==> config.mk <==
export PLATFORM = sky130hd
export DESIGN_NAME = config_text_tokenizer_top
export DESIGN_NICKNAME = d
export VERILOG_FILES = /design/src/design/cfgtok_pkg.sv /design/src/design/cfgtok_fifo.sv /design/src/design/cfgtok_front.sv /design/src/design/cfgtok_back.sv /design/src/design/config_text_tokenizer_top.sv
export VERILOG_INCLUDE_DIRS = /design/src /design/src/design
export SDC_FILE = /design/constraint.sdc
export NUM_CORES = 1
export LEC_CHECK = 0
export BUFFER_PORTS_ARGS = -buffer_cell sky130_fd_sc_hd__buf_2
export CORE_MARGIN = 5
export CORE_UTILIZATION = 56
export CTS_BUF_LIST = sky130_fd_sc_hd__clkbuf_16
export CTS_CLUSTER_DIAMETER = 200
export DETAILED_ROUTE_END_ITERATION = 16
export MAX_ROUTING_LAYER = met4
export PLACE_DENSITY_LB_ADDON = 0.12
export RECOVER_POWER = 100
export SLEW_MARGIN = 20
export SYNTH_ARGS = -nofsm -noshare
export SYNTH_HDL_FRONTEND = slang
export SYNTH_SLANG_ARGS = --single-unit
==> constraint.sdc <==
create_clock -name clk -period 3.71 [get_ports clk]
set_input_delay 0.5565 -clock clk [delete_from_list [all_inputs] [get_ports clk]]
set_output_delay 0.5565 -clock clk [all_outputs]
set_load 0.01 [all_outputs]
==> src/design/config_text_tokenizer_top_defines.svh <==
// ---------------------------------------------------------------------------
// config_text_tokenizer_top_defines.svh
// Assertion macros used by the tokenizer scanner RTL.
// ---------------------------------------------------------------------------
`ifndef CONFIG_TEXT_TOKENIZER_TOP_DEFINES_SVH
`define CONFIG_TEXT_TOKENIZER_TOP_DEFINES_SVH

// cond in a cycle implies cons in the same cycle
`define CTT_ASSERT_IMP(label, ante, cons, msg) \
	label: assert property (@(posedge clk) disable iff (!arst_n) (ante) |-> (cons)) \
		else $error(msg);

// cond in a cycle implies cons in the next cycle
`define CTT_ASSERT_NXT(label, ante, cons, msg) \
	label: assert property (@(posedge clk) disable iff (!arst_n) (ante) |=> (cons)) \
		else $error(msg);

// cond never holds
`define CTT_ASSERT_NEVER(label, cond, msg) \
	label: assert property (@(posedge clk) disable iff (!arst_n) !(cond)) \
		else $error(msg);

`endif

==> src/design/cfgtok_pkg.sv <==
`timescale 1ns / 1ps
// ---------------------------------------------------------------------------
// cfgtok_pkg
// Character codes, byte classes, token kinds, error codes and beat types of the tokenizer.
// ---------------------------------------------------------------------------
package cfgtok_pkg;

	// characters
	localparam logic [7:0] CH_NUL    = 8'h00;
	localparam logic [7:0] CH_NL     = 8'h0A;
	localparam logic [7:0] CH_SPACE  = 8'h20;
	localparam logic [7:0] CH_QUOTE  = 8'h22;
	localparam logic [7:0] CH_COMMA  = 8'h2C;
	localparam logic [7:0] CH_MINUS  = 8'h2D;
	localparam logic [7:0] CH_0      = 8'h30;
	localparam logic [7:0] CH_9      = 8'h39;
	localparam logic [7:0] CH_COLON  = 8'h3A;
	localparam logic [7:0] CH_UC_A   = 8'h41;
	localparam logic [7:0] CH_UC_I   = 8'h49;
	localparam logic [7:0] CH_UC_J   = 8'h4A;
	localparam logic [7:0] CH_UC_S   = 8'h53;
	localparam logic [7:0] CH_UC_Z   = 8'h5A;
	localparam logic [7:0] CH_LSQ    = 8'h5B;
	localparam logic [7:0] CH_RSQ    = 8'h5D;
	localparam logic [7:0] CH_UNDER  = 8'h5F;
	localparam logic [7:0] CH_LC_A   = 8'h61;
	localparam logic [7:0] CH_LC_F   = 8'h66;
	localparam logic [7:0] CH_LC_T   = 8'h74;
	localparam logic [7:0] CH_LC_Z   = 8'h7A;
	localparam logic [7:0] CH_LBRACE = 8'h7B;
	localparam logic [7:0] CH_RBRACE = 8'h7D;

	// byte classes
	localparam logic [3:0] CLS_SPACE  = 4'd0;
	localparam logic [3:0] CLS_PUNCT  = 4'd1;
	localparam logic [3:0] CLS_QUOTE  = 4'd2;
	localparam logic [3:0] CLS_MINUS  = 4'd3;
	localparam logic [3:0] CLS_DIGIT  = 4'd4;
	localparam logic [3:0] CLS_LETTER = 4'd5;
	localparam logic [3:0] CLS_UNDER  = 4'd6;
	localparam logic [3:0] CLS_ZERO   = 4'd7;
	localparam logic [3:0] CLS_OTHER  = 4'd8;

	// token kinds
	localparam logic [3:0] K_LBRACE  = 4'd0;
	localparam logic [3:0] K_RBRACE  = 4'd1;
	localparam logic [3:0] K_COLON   = 4'd2;
	localparam logic [3:0] K_COMMA   = 4'd3;
	localparam logic [3:0] K_LSQUARE = 4'd4;
	localparam logic [3:0] K_RSQUARE = 4'd5;
	localparam logic [3:0] K_STRING  = 4'd6;
	localparam logic [3:0] K_IDENT   = 4'd7;
	localparam logic [3:0] K_NUMBER  = 4'd8;
	localparam logic [3:0] K_END     = 4'd9;
	localparam logic [3:0] K_TRUE    = 4'd10;
	localparam logic [3:0] K_FALSE   = 4'd11;
	localparam logic [3:0] K_NULL    = 4'd12;
	localparam logic [3:0] K_STRTYPE = 4'd13;
	localparam logic [3:0] K_INTTYPE = 4'd14;

	// error codes
	localparam logic [1:0] ERR_NONE    = 2'd0;
	localparam logic [1:0] ERR_UNTERM  = 2'd1;
	localparam logic [1:0] ERR_MINUS   = 2'd2;

	localparam int LEN_LIMIT    = 4095;
	localparam int ITEM_Q_DEPTH = 2;
	localparam int RES_Q_DEPTH  = 4;

	// classified byte, front to back
	typedef struct packed {
		logic [3:0] cls;
		logic [3:0] kind;   // punctuation kind, or identifier kind of a letter
		logic       eot;
	} item_t;

	// one result beat
	typedef struct packed {
		logic [3:0]  kind;
		logic [15:0] start;
		logic [11:0] length;
		logic [1:0]  err;
		logic        last;
	} result_t;

endpackage

==> src/design/cfgtok_fifo.sv <==
`timescale 1ns / 1ps
// ---------------------------------------------------------------------------
// cfgtok_fifo
// Small register queue with push/full and pop/empty sides.
// ---------------------------------------------------------------------------
module cfgtok_fifo #(
	parameter int WIDTH = 8,
	parameter int DEPTH = 4
) (
	input  logic             clk,
	input  logic             arst_n,
	input  logic             wr_en,
	input  logic [WIDTH-1:0] wr_data,
	output logic             full,
	input  logic             rd_en,
	output logic [WIDTH-1:0] rd_data,
	output logic             empty
);

	localparam int PW = (DEPTH > 1) ? $clog2(DEPTH) : 1;
	localparam int CW = $clog2(DEPTH + 1);

	logic [WIDTH-1:0] slot_q [DEPTH];
	logic [PW-1:0]    wptr_q;
	logic [PW-1:0]    rptr_q;
	logic [CW-1:0]    count_q;
	logic             do_wr;
	logic             do_rd;

	assign full    = (count_q == CW'(DEPTH));
	assign empty   = (count_q == '0);
	assign do_wr   = wr_en && !full;
	assign do_rd   = rd_en && !empty;
	assign rd_data = slot_q[rptr_q];

	// storage
	always_ff @(posedge clk) begin
		if (do_wr) begin
			slot_q[wptr_q] <= wr_data;
		end
	end

	// pointers and fill count
	always_ff @(posedge clk or negedge arst_n) begin
		if (!arst_n) begin
			wptr_q  <= '0;
			rptr_q  <= '0;
			count_q <= '0;
		end else begin
			if (do_wr) begin
				wptr_q <= (wptr_q == PW'(DEPTH - 1)) ? '0 : wptr_q + 1'b1;
			end
			if (do_rd) begin
				rptr_q <= (rptr_q == PW'(DEPTH - 1)) ? '0 : rptr_q + 1'b1;
			end
			if (do_wr && !do_rd) begin
				count_q <= count_q + 1'b1;
			end else if (do_rd && !do_wr) begin
				count_q <= count_q - 1'b1;
			end
		end
	end

endmodule

==> src/design/cfgtok_front.sv <==
`timescale 1ns / 1ps
// ---------------------------------------------------------------------------
// cfgtok_front
// Input stage: takes text beats, classifies each byte and registers it.
// ---------------------------------------------------------------------------
module cfgtok_front import cfgtok_pkg::*; (
	input  logic       clk,
	input  logic       arst_n,
	input  logic       push,
	output logic       full,
	input  logic [7:0] data_byte,
	input  logic       end_of_text,
	output item_t      item,
	output logic       item_valid,
	input  logic       item_ready
);

	logic  valid_s1;
	item_t item_s1;
	item_t cls_d;

	assign full       = valid_s1 && !item_ready;
	assign item_valid = valid_s1;
	assign item       = item_s1;

	// byte class and kind
	always_comb begin
		cls_d.eot  = end_of_text;
		cls_d.kind = K_IDENT;
		cls_d.cls  = CLS_OTHER;
		if (end_of_text) begin
			cls_d.cls = CLS_ZERO;
		end else begin
			case (data_byte) inside
				CH_SPACE, CH_NL: cls_d.cls = CLS_SPACE;
				CH_NUL:          cls_d.cls = CLS_ZERO;
				CH_QUOTE:        cls_d.cls = CLS_QUOTE;
				CH_MINUS:        cls_d.cls = CLS_MINUS;
				CH_UNDER:        cls_d.cls = CLS_UNDER;
				CH_LBRACE: begin
					cls_d.cls  = CLS_PUNCT;
					cls_d.kind = K_LBRACE;
				end
				CH_RBRACE: begin
					cls_d.cls  = CLS_PUNCT;
					cls_d.kind = K_RBRACE;
				end
				CH_LSQ: begin
					cls_d.cls  = CLS_PUNCT;
					cls_d.kind = K_LSQUARE;
				end
				CH_RSQ: begin
					cls_d.cls  = CLS_PUNCT;
					cls_d.kind = K_RSQUARE;
				end
				CH_COLON: begin
					cls_d.cls  = CLS_PUNCT;
					cls_d.kind = K_COLON;
				end
				CH_COMMA: begin
					cls_d.cls  = CLS_PUNCT;
					cls_d.kind = K_COMMA;
				end
				[CH_0:CH_9]: cls_d.cls = CLS_DIGIT;
				[CH_UC_A:CH_UC_Z], [CH_LC_A:CH_LC_Z]: begin
					cls_d.cls = CLS_LETTER;
					case (data_byte)
						CH_UC_I: cls_d.kind = K_INTTYPE;
						CH_UC_S: cls_d.kind = K_STRTYPE;
						CH_UC_J: cls_d.kind = K_NULL;
						CH_LC_T: cls_d.kind = K_TRUE;
						CH_LC_F: cls_d.kind = K_FALSE;
						default: cls_d.kind = K_IDENT;
					endcase
				end
				default: cls_d.cls = CLS_OTHER;
			endcase
		end
	end

	// stage valid
	always_ff @(posedge clk or negedge arst_n) begin
		if (!arst_n) begin
			valid_s1 <= 1'b0;
		end else if (!full) begin
			valid_s1 <= push;
		end
	end

	// stage payload
	always_ff @(posedge clk) begin
		if (push && !full) begin
			item_s1 <= cls_d;
		end
	end

endmodule

==> src/design/cfgtok_back.sv <==
`timescale 1ns / 1ps
// ---------------------------------------------------------------------------
// cfgtok_back
// Scanner: runs the token state machine on classified bytes, one a cycle
// when not stalled by a held beat or a full result queue, and writes result
// beats to the result queue.
`include "config_text_tokenizer_top_defines.svh"

module cfgtok_back import cfgtok_pkg::*; #(
	parameter int MAX_TOKEN_LENGTH = 4095,
	parameter int MAX_TEXT_LENGTH  = 65536
) (
	input  logic    clk,
	input  logic    arst_n,
	input  item_t   item,
	input  logic    item_valid,
	output logic    item_ready,
	output logic    res_push,
	output result_t res_data,
	input  logic    res_full
);

	localparam int OFF_W = $clog2(MAX_TEXT_LENGTH + 1);
	localparam logic [11:0] LEN_CAP =
		12'((MAX_TOKEN_LENGTH < LEN_LIMIT) ? MAX_TOKEN_LENGTH : LEN_LIMIT);
	localparam logic [OFF_W-1:0] OFF_MAX = OFF_W'(MAX_TEXT_LENGTH);

	localparam logic [2:0] MODE_IDLE   = 3'd0;
	localparam logic [2:0] MODE_STRING = 3'd1;
	localparam logic [2:0] MODE_NUMBER = 3'd2;
	localparam logic [2:0] MODE_IDENT  = 3'd3;
	localparam logic [2:0] MODE_DRAIN  = 3'd4;
	localparam logic [2:0] MODE_HALT   = 3'd5;

	logic [2:0]       mode_q;
	logic [OFF_W-1:0] off_q;
	logic [15:0]      begin_q;
	logic [11:0]      len_q;
	logic [3:0]       kind_q;
	logic             minus_q;
	logic             pend_q;
	result_t          pend_res_q;

	logic             take;
	logic             over;
	logic [3:0]       cls;
	logic [31:0]      pos32;
	logic [15:0]      pos16;
	logic [11:0]      len_inc;

	// scan of a byte between tokens
	logic             ir_v;
	result_t          ir;
	logic [2:0]       imode;
	logic             istart;
	logic             iclr;

	logic             r0_v;
	logic             r1_v;
	logic             use_idle;
	result_t          r0;
	result_t          r1;
	logic [2:0]       mode_d;
	logic [OFF_W-1:0] off_d;
	logic [15:0]      begin_d;
	logic [11:0]      len_d;
	logic [3:0]       kind_d;
	logic             minus_d;

	assign item_ready = !pend_q && !res_full;
	assign take       = item_valid && item_ready;
	assign over       = (off_q >= OFF_MAX);
	assign cls        = over ? CLS_ZERO : item.cls;
	assign pos32      = 32'(off_q);
	assign pos16      = pos32[15:0];
	assign len_inc    = (len_q < LEN_CAP) ? len_q + 12'd1 : len_q;

	// byte scanned as a token start
	always_comb begin
		ir_v      = 1'b0;
		ir.kind   = item.kind;
		ir.start  = pos16;
		ir.length = 12'd1;
		ir.err    = ERR_NONE;
		ir.last   = 1'b1;
		imode     = MODE_IDLE;
		istart    = 1'b0;
		iclr      = 1'b0;
		case (cls)
			CLS_SPACE: ;
			CLS_PUNCT: ir_v = 1'b1;
			CLS_QUOTE: begin
				imode  = MODE_STRING;
				istart = 1'b1;
			end
			CLS_MINUS, CLS_DIGIT: begin
				imode  = MODE_NUMBER;
				istart = 1'b1;
			end
			CLS_LETTER: begin
				imode  = MODE_IDENT;
				istart = 1'b1;
			end
			default: begin
				ir_v      = 1'b1;
				ir.kind   = K_END;
				ir.length = 12'd0;
				if (item.eot) begin
					iclr = 1'b1;
				end else begin
					imode = MODE_DRAIN;
				end
			end
		endcase
	end

	// token state machine
	always_comb begin
		r0_v      = 1'b0;
		r1_v      = 1'b0;
		use_idle  = 1'b0;
		r0.kind   = K_STRING;
		r0.start  = begin_q;
		r0.length = len_q;
		r0.err    = ERR_NONE;
		r0.last   = 1'b1;
		r1        = ir;
		mode_d    = mode_q;
		begin_d   = begin_q;
		len_d     = len_q;
		kind_d    = kind_q;
		minus_d   = minus_q;
		off_d     = (!item.eot && !over) ? off_q + 1'b1 : off_q;
		case (mode_q)
			MODE_HALT: off_d = off_q;
			MODE_DRAIN: begin
				off_d = off_q;
				if (item.eot) begin
					off_d  = '0;
					mode_d = MODE_IDLE;
				end
			end
			MODE_STRING: begin
				if (cls == CLS_QUOTE) begin
					len_d     = len_inc;
					r0_v      = 1'b1;
					r0.length = len_inc;
					mode_d    = MODE_IDLE;
				end else if (cls == CLS_ZERO) begin
					r0_v   = 1'b1;
					r0.err = ERR_UNTERM;
					mode_d = MODE_HALT;
				end else begin
					len_d = len_inc;
				end
			end
			MODE_NUMBER: begin
				r0.kind = K_NUMBER;
				if (cls == CLS_DIGIT) begin
					len_d = len_inc;
				end else if (len_q == 12'd1 && minus_q) begin
					r0_v   = 1'b1;
					r0.err = ERR_MINUS;
					mode_d = MODE_HALT;
				end else begin
					r0_v     = 1'b1;
					use_idle = 1'b1;
					r1_v     = ir_v;
				end
			end
			MODE_IDENT: begin
				r0.kind = kind_q;
				if (cls == CLS_LETTER || cls == CLS_UNDER) begin
					len_d = len_inc;
				end else begin
					r0_v     = 1'b1;
					use_idle = 1'b1;
					r1_v     = ir_v;
				end
			end
			default: begin
				r0_v     = ir_v;
				r0       = ir;
				use_idle = 1'b1;
			end
		endcase
		if (use_idle) begin
			mode_d = imode;
			if (istart) begin
				begin_d = pos16;
				len_d   = 12'd1;
				kind_d  = item.kind;
				minus_d = (cls == CLS_MINUS);
			end
			if (iclr) begin
				off_d = '0;
			end
		end
		r0.last = !r1_v;
	end

	// result beats: a byte's second result is held and written before the next byte is taken
	assign res_push = pend_q ? !res_full : (take && r0_v);
	assign res_data = pend_q ? pend_res_q : r0;

	// scanner state
	always_ff @(posedge clk or negedge arst_n) begin
		if (!arst_n) begin
			mode_q  <= MODE_IDLE;
			off_q   <= '0;
			begin_q <= '0;
			len_q   <= '0;
			kind_q  <= K_IDENT;
			minus_q <= 1'b0;
			pend_q  <= 1'b0;
		end else begin
			if (take) begin
				mode_q  <= mode_d;
				off_q   <= off_d;
				begin_q <= begin_d;
				len_q   <= len_d;
				kind_q  <= kind_d;
				minus_q <= minus_d;
				pend_q  <= r0_v && r1_v;
			end else if (pend_q && !res_full) begin
				pend_q <= 1'b0;
			end
		end
	end

	// held second result
	always_ff @(posedge clk) begin
		if (take && r1_v) begin
			pend_res_q <= r1;
		end
	end

	`CTT_ASSERT_NXT(a_halt_sticky, mode_q == MODE_HALT, mode_q == MODE_HALT, "halt left before reset")
	`CTT_ASSERT_NEVER(a_push_room, res_push && res_full, "result beat written to a full queue")
	`CTT_ASSERT_NEVER(a_off_bound, off_q > OFF_MAX, "byte offset past text limit")
	`CTT_ASSERT_IMP(a_drain_silent, take && mode_q == MODE_DRAIN, !res_push, "result while dropping")

endmodule

==> src/design/config_text_tokenizer_top.sv <==
`timescale 1ns / 1ps
// A byte beat accepted on the input side passes the input stage register, the item queue
// and the result queue before its first result shows; a second result of it follows.
// Throughput: one byte per cycle while the result queue has room; a byte that closes a
// number or identifier and also emits a token stalls the scanner for its second beat.
// Reset: arst_n clears all control state at once; no clearing pass, ready right after.
// ---------------------------------------------------------------------------
// config_text_tokenizer_top
// Streaming text tokenizer: input stage, item queue, scanner, result queue.
// ---------------------------------------------------------------------------
module config_text_tokenizer_top import cfgtok_pkg::*; #(
	parameter int MAX_TOKEN_LENGTH = 4095,
	parameter int MAX_TEXT_LENGTH  = 65536
) (
	input  logic        clk,
	input  logic        arst_n,
	input  logic        push,
	output logic        full,
	input  logic [7:0]  data_byte,
	input  logic        end_of_text,
	output logic        empty,
	input  logic        pop,
	output logic [3:0]  token_kind,
	output logic [15:0] token_start,
	output logic [11:0] token_len,
	output logic [1:0]  error_code,
	output logic        last_of_run
);

	localparam int ITEM_W = $bits(item_t);
	localparam int RES_W  = $bits(result_t);

	item_t   front_item;
	logic    front_valid;
	logic    iq_full;
	logic    iq_empty;
	item_t   back_item;
	logic    back_ready;
	logic    res_push;
	result_t res_wr;
	logic    res_full;
	result_t res_rd;

	cfgtok_front u_front (
		.clk         (clk),
		.arst_n      (arst_n),
		.push        (push),
		.full        (full),
		.data_byte   (data_byte),
		.end_of_text (end_of_text),
		.item        (front_item),
		.item_valid  (front_valid),
		.item_ready  (!iq_full)
	);

	cfgtok_fifo #(
		.WIDTH (ITEM_W),
		.DEPTH (ITEM_Q_DEPTH)
	) u_item_q (
		.clk     (clk),
		.arst_n  (arst_n),
		.wr_en   (front_valid),
		.wr_data (front_item),
		.full    (iq_full),
		.rd_en   (back_ready),
		.rd_data (back_item),
		.empty   (iq_empty)
	);

	cfgtok_back #(
		.MAX_TOKEN_LENGTH (MAX_TOKEN_LENGTH),
		.MAX_TEXT_LENGTH  (MAX_TEXT_LENGTH)
	) u_back (
		.clk        (clk),
		.arst_n     (arst_n),
		.item       (back_item),
		.item_valid (!iq_empty),
		.item_ready (back_ready),
		.res_push   (res_push),
		.res_data   (res_wr),
		.res_full   (res_full)
	);

	cfgtok_fifo #(
		.WIDTH (RES_W),
		.DEPTH (RES_Q_DEPTH)
	) u_res_q (
		.clk     (clk),
		.arst_n  (arst_n),
		.wr_en   (res_push),
		.wr_data (res_wr),
		.full    (res_full),
		.rd_en   (pop),
		.rd_data (res_rd),
		.empty   (empty)
	);

	// result beat fields
	assign token_kind   = res_rd.kind;
	assign token_start  = res_rd.start;
	assign token_len    = res_rd.length;
	assign error_code   = res_rd.err;
	assign last_of_run  = res_rd.last;

endmodule

==> metrics.yaml <==
die:
  coreArea_mm2: 0.02082
  die_area_mm2: 0.02397
  die_w_um: 154.8
  io-pin-count: 50
  die_y_um: 154.8
  rows: 53
  start_util_pct: 56.41
pwr:
  ir_worst_vdd_mv: 0.5161
  power_frac_clock_pct: 24.2
  power.switching_uw: 3590
  internal_power_uw: 6653
  p_leak_uw: 0.004641
  share_comb_of_total_power_pct: 34.4
  switching_share_pct: 35.05
  seq_power_share_pct: 41.4
  total_power_uw: 10240
  power_density_mw_per_mm2: 784.2
place:
  place_area_mm2: 0.01240
  pre_cts_ws_ns: 0.5102
  hpwl_um: 17570
  numPortBuffers: 49
  place.gp.congestion: 0.9327
worst_setup_path:
  start_kind: "flip-flop"
  cp_slowest_cell: "buf_2"
  worst-path-max-fanout: 35
  worstPathArrival_ns: 3.51
  r2r_cells: 7
  worstPathRequired_ns: 3.85
  end_kind: "flip-flop"
  crit_type: "reg2reg"
  timing.rr.start: "u_item_q.rptr_q"
  slowest_delay_ns: 0.70
  path_cells: "or3b_1 > nand3_1 > nand2_1 > o311a_1 > a32oi_2 > and2_0 > buf_2"
  timing.critical_path.from: "u_item_q.rptr_q"
clock_network:
  cts-htree-levels: 1
  cts_tree: "yes"
  hold_buffers: 0
  clock-root-buffer: "clkbuf_16"
  cts_buffer_depth: 3
  numCtsBuffers: 25
  postCtsSetupBuffers: 0
  cts_repair_resize_count: 0
  insertion_delay_ns: 0.52
  cts.sinks: 254
  clk_pin_slew_ns: 0.06
sta:
  setup_slack_ns: 0.3467
  finalCritPeriodShare_pct: 90.66
  min_period_ns: 3.363
  setup_viol: 0
  finalHoldViolCount: 0
  relSlewSlack_pct: -39.29
  tightest_slew_ns: 2.089
  skew_ns: 0.009690
  slew_violations: 37
  max_clock_freq_mhz: 297.3
  rsz0062_at_grt: "false"
  tns_ns: 0
detailed_routing:
  dr.pass1.iters: 5
  wl_per_cell_um: 20.77
  drc: 0
  via_count: 7500
  drt-total-wl_um: 25630
  drtIter0Drc: 512
  avgViaCountPerCell: 6.078
  ant_nets: 0
synth:
  syn_area_per_cell_um2: 13.23
  netlist_instances: 888
  synth_edf_count: 188
  synth_cell_types: 78
  synthesis.area_mm2: 0.01175
  syn_nets: 915
  synth_seq_cells: 254
  synthFlopType: "edfxtp_1"
  ys_warn_count: 0
  yosysSeqAreaShare_pct: 62.16
  async_flop_share_pct: 25.98
final_layout:
  fin_area_mm2: 0.01306
  fill_cells: 1616
  drive_above_1_share_pct: 12.30
  antenna_cells: 0
  nets: 968
  area_delta_synth_final_pct: 11.22
  post-route-util_pct: 62.73
grt:
  antenna_found_initial: 0
  grt.total_usage_pct: 22.34
  overflow: 0
  grt_pass1_wl_um: 41230
  grt_pass1_vias: 7308
  grt_max_degree: 37
status:
  outcome: "complete, but fails checks"
  violations: "capacitance limit, slew limit"
hold_path:
  hp-class: "in2reg"
  hp-start: "push"
  whs_path_depth: 2
job:
  cap_violations: 1
## metrics by stage
step / std cells / hold slack (ns)
after floorplan: 888 / 0.2609
after global placement: 1189 / 0.4273
after detailed placement: 1189 / 0.4298
after CTS: 1234 / 0.1692
after global routing: 1234 / 0.2592
final: 1234 / 0.2468
## kinds of logic after synthesis
logic type,count (synthesis),synth area share (%)
AO/OA/AOI/OAI,183,10.12
XOR/XNOR,13,0.9694
adder cells (fa/ha/maj),14,1.555
buffers and inverters,74,2.535
flip-flops,254,62.16
multiplexers,80,10.77
AND/OR/NAND/NOR,270,11.89
## cells in the mapped netlist, drive strengths merged (4+ instances only)
cell,n,share of area (%)
edfxtp,188,48
nand2,72,2.3
dfrtp,63,13
o21ai,58,2.6
nor2,53,1.7
a21oi,42,1.8
mux4,35,6.7
nand3,35,1.5
clkbuf,29,0.93
mux2i,27,2.3
inv,26,0.83
a31oi,25,1.3
nor3,21,0.98
buf,19,0.78
mux2,18,1.8
ha,13,1.4
nand2b,12,0.64
or3,11,0.59
and2,9,0.48
nand4,9,0.48
nor4,9,0.53
o211ai,8,0.51
xnor2,8,0.60
a211oi,6,0.47
a311oi,6,0.45
and3,6,0.32
nor3b,6,0.43
nand3b,5,0.32
nor2b,5,0.27
xor2,5,0.37
a21o,4,0.26
a22oi,4,0.26
nor4b,4,0.43
## power by group through the flow
stage          registers [uW]  clock network, uW  logic (uW)
2_1_floorplan            4050                  0        2660
3_3_place_gp             4230                  0        3650
3_5_place_dp             4290                  0        3720
4_1_cts                  4240               2550        3740
5_1_grt                  4310               2690        3860
6_report                 4240               2480        3520
## critical path: cells and delay by family (launching register included)
| kind | cells | cell delay [ns] |
|---|---|---|
| simple gates | 4 | 1.04 |
| compound gates | 2 | 0.70 |
| buf+inv | 1 | 0.70 |
| flops | 1 | 0.52 |
## final timing paths
kind / endpoint / slack (ns)
max: u_res_q.slot_q[0][21] / 0.35
min: u_front.item_valid / 0.25
max reg2reg: u_res_q.slot_q[0][21] / 0.35
min reg2reg: u_item_q.slot_q[1][0] / 0.44
max in group asynchronous: u_back.begin_q[11] / 1.39
min in group asynchronous: u_back.off_q[13] / 0.63
## metal layers
metal,part of all wire (%),wire (um),GRT usage (%),vias to the layer above
met4,1.1,294,3.616,0
met3,5.6,1423,2.714,27
met5,0,0,-,-
li1,-,-,-,3530
met1,45,11470,32.81,3702
met2,49,12450,34.84,241
## placed cells by master (no fill, tap or decap), types with 4 or more instances in the layout
cell type / count
inv_1: 30
nor2_1: 53
dfrtp_1: 63
or3_1: 11
edfxtp_1: 188
buf_4: 8
buf_2: 10
o21ai_1: 10
a31oi_1: 25
nand3_1: 35
o211ai_1: 8
nor3_1: 20
a21oi_1: 42
a211oi_1: 5
and2_0: 6
nor3b_1: 5
nand3b_1: 5
and3_1: 6
xor2_1: 5
nand2_1: 72
clkbuf_1: 50
ha_1: 13
nor4_1: 8
nor2b_1: 5
mux4_2: 35
mux2_1: 13
a21o_1: 4
a22oi_1: 4
nand2b_1: 12
clkbuf_16: 25
nand4_1: 9
mux2i_1: 27
o21ai_0: 47
clkinv_2: 4
mux2_2: 4
xnor2_1: 8
a311oi_1: 6
## registers in the layout (all words and copies together) (netlist names), 2 cells and up
register / count
u_back.begin_q: 16
u_back.kind_q: 4
u_back.len_q: 12
u_back.mode_q: 3
u_back.off_q: 17
u_back.pend_res_q: 21
u_front.item: 9
u_item_q.count_q: 2
u_item_q.slot_q: 18
u_res_q.count_q: 3
u_res_q.rptr_q: 2
u_res_q.slot_q: 140
u_res_q.wptr_q: 2
## final cells by class
cell class                 count  area [um2]  share of cell area (%)
inverter                      26       97.59                  0.7471
sequential                   254        7301                   55.89
multi-input combinational    560        4134                   31.65
clock buffer                  25       625.6                   4.789
timing repair buffer          74       362.8                   2.778
tap                          275       344.1                   2.634
clock inverter                20       197.7                   1.513
Power figures use the tool's default switching activity.
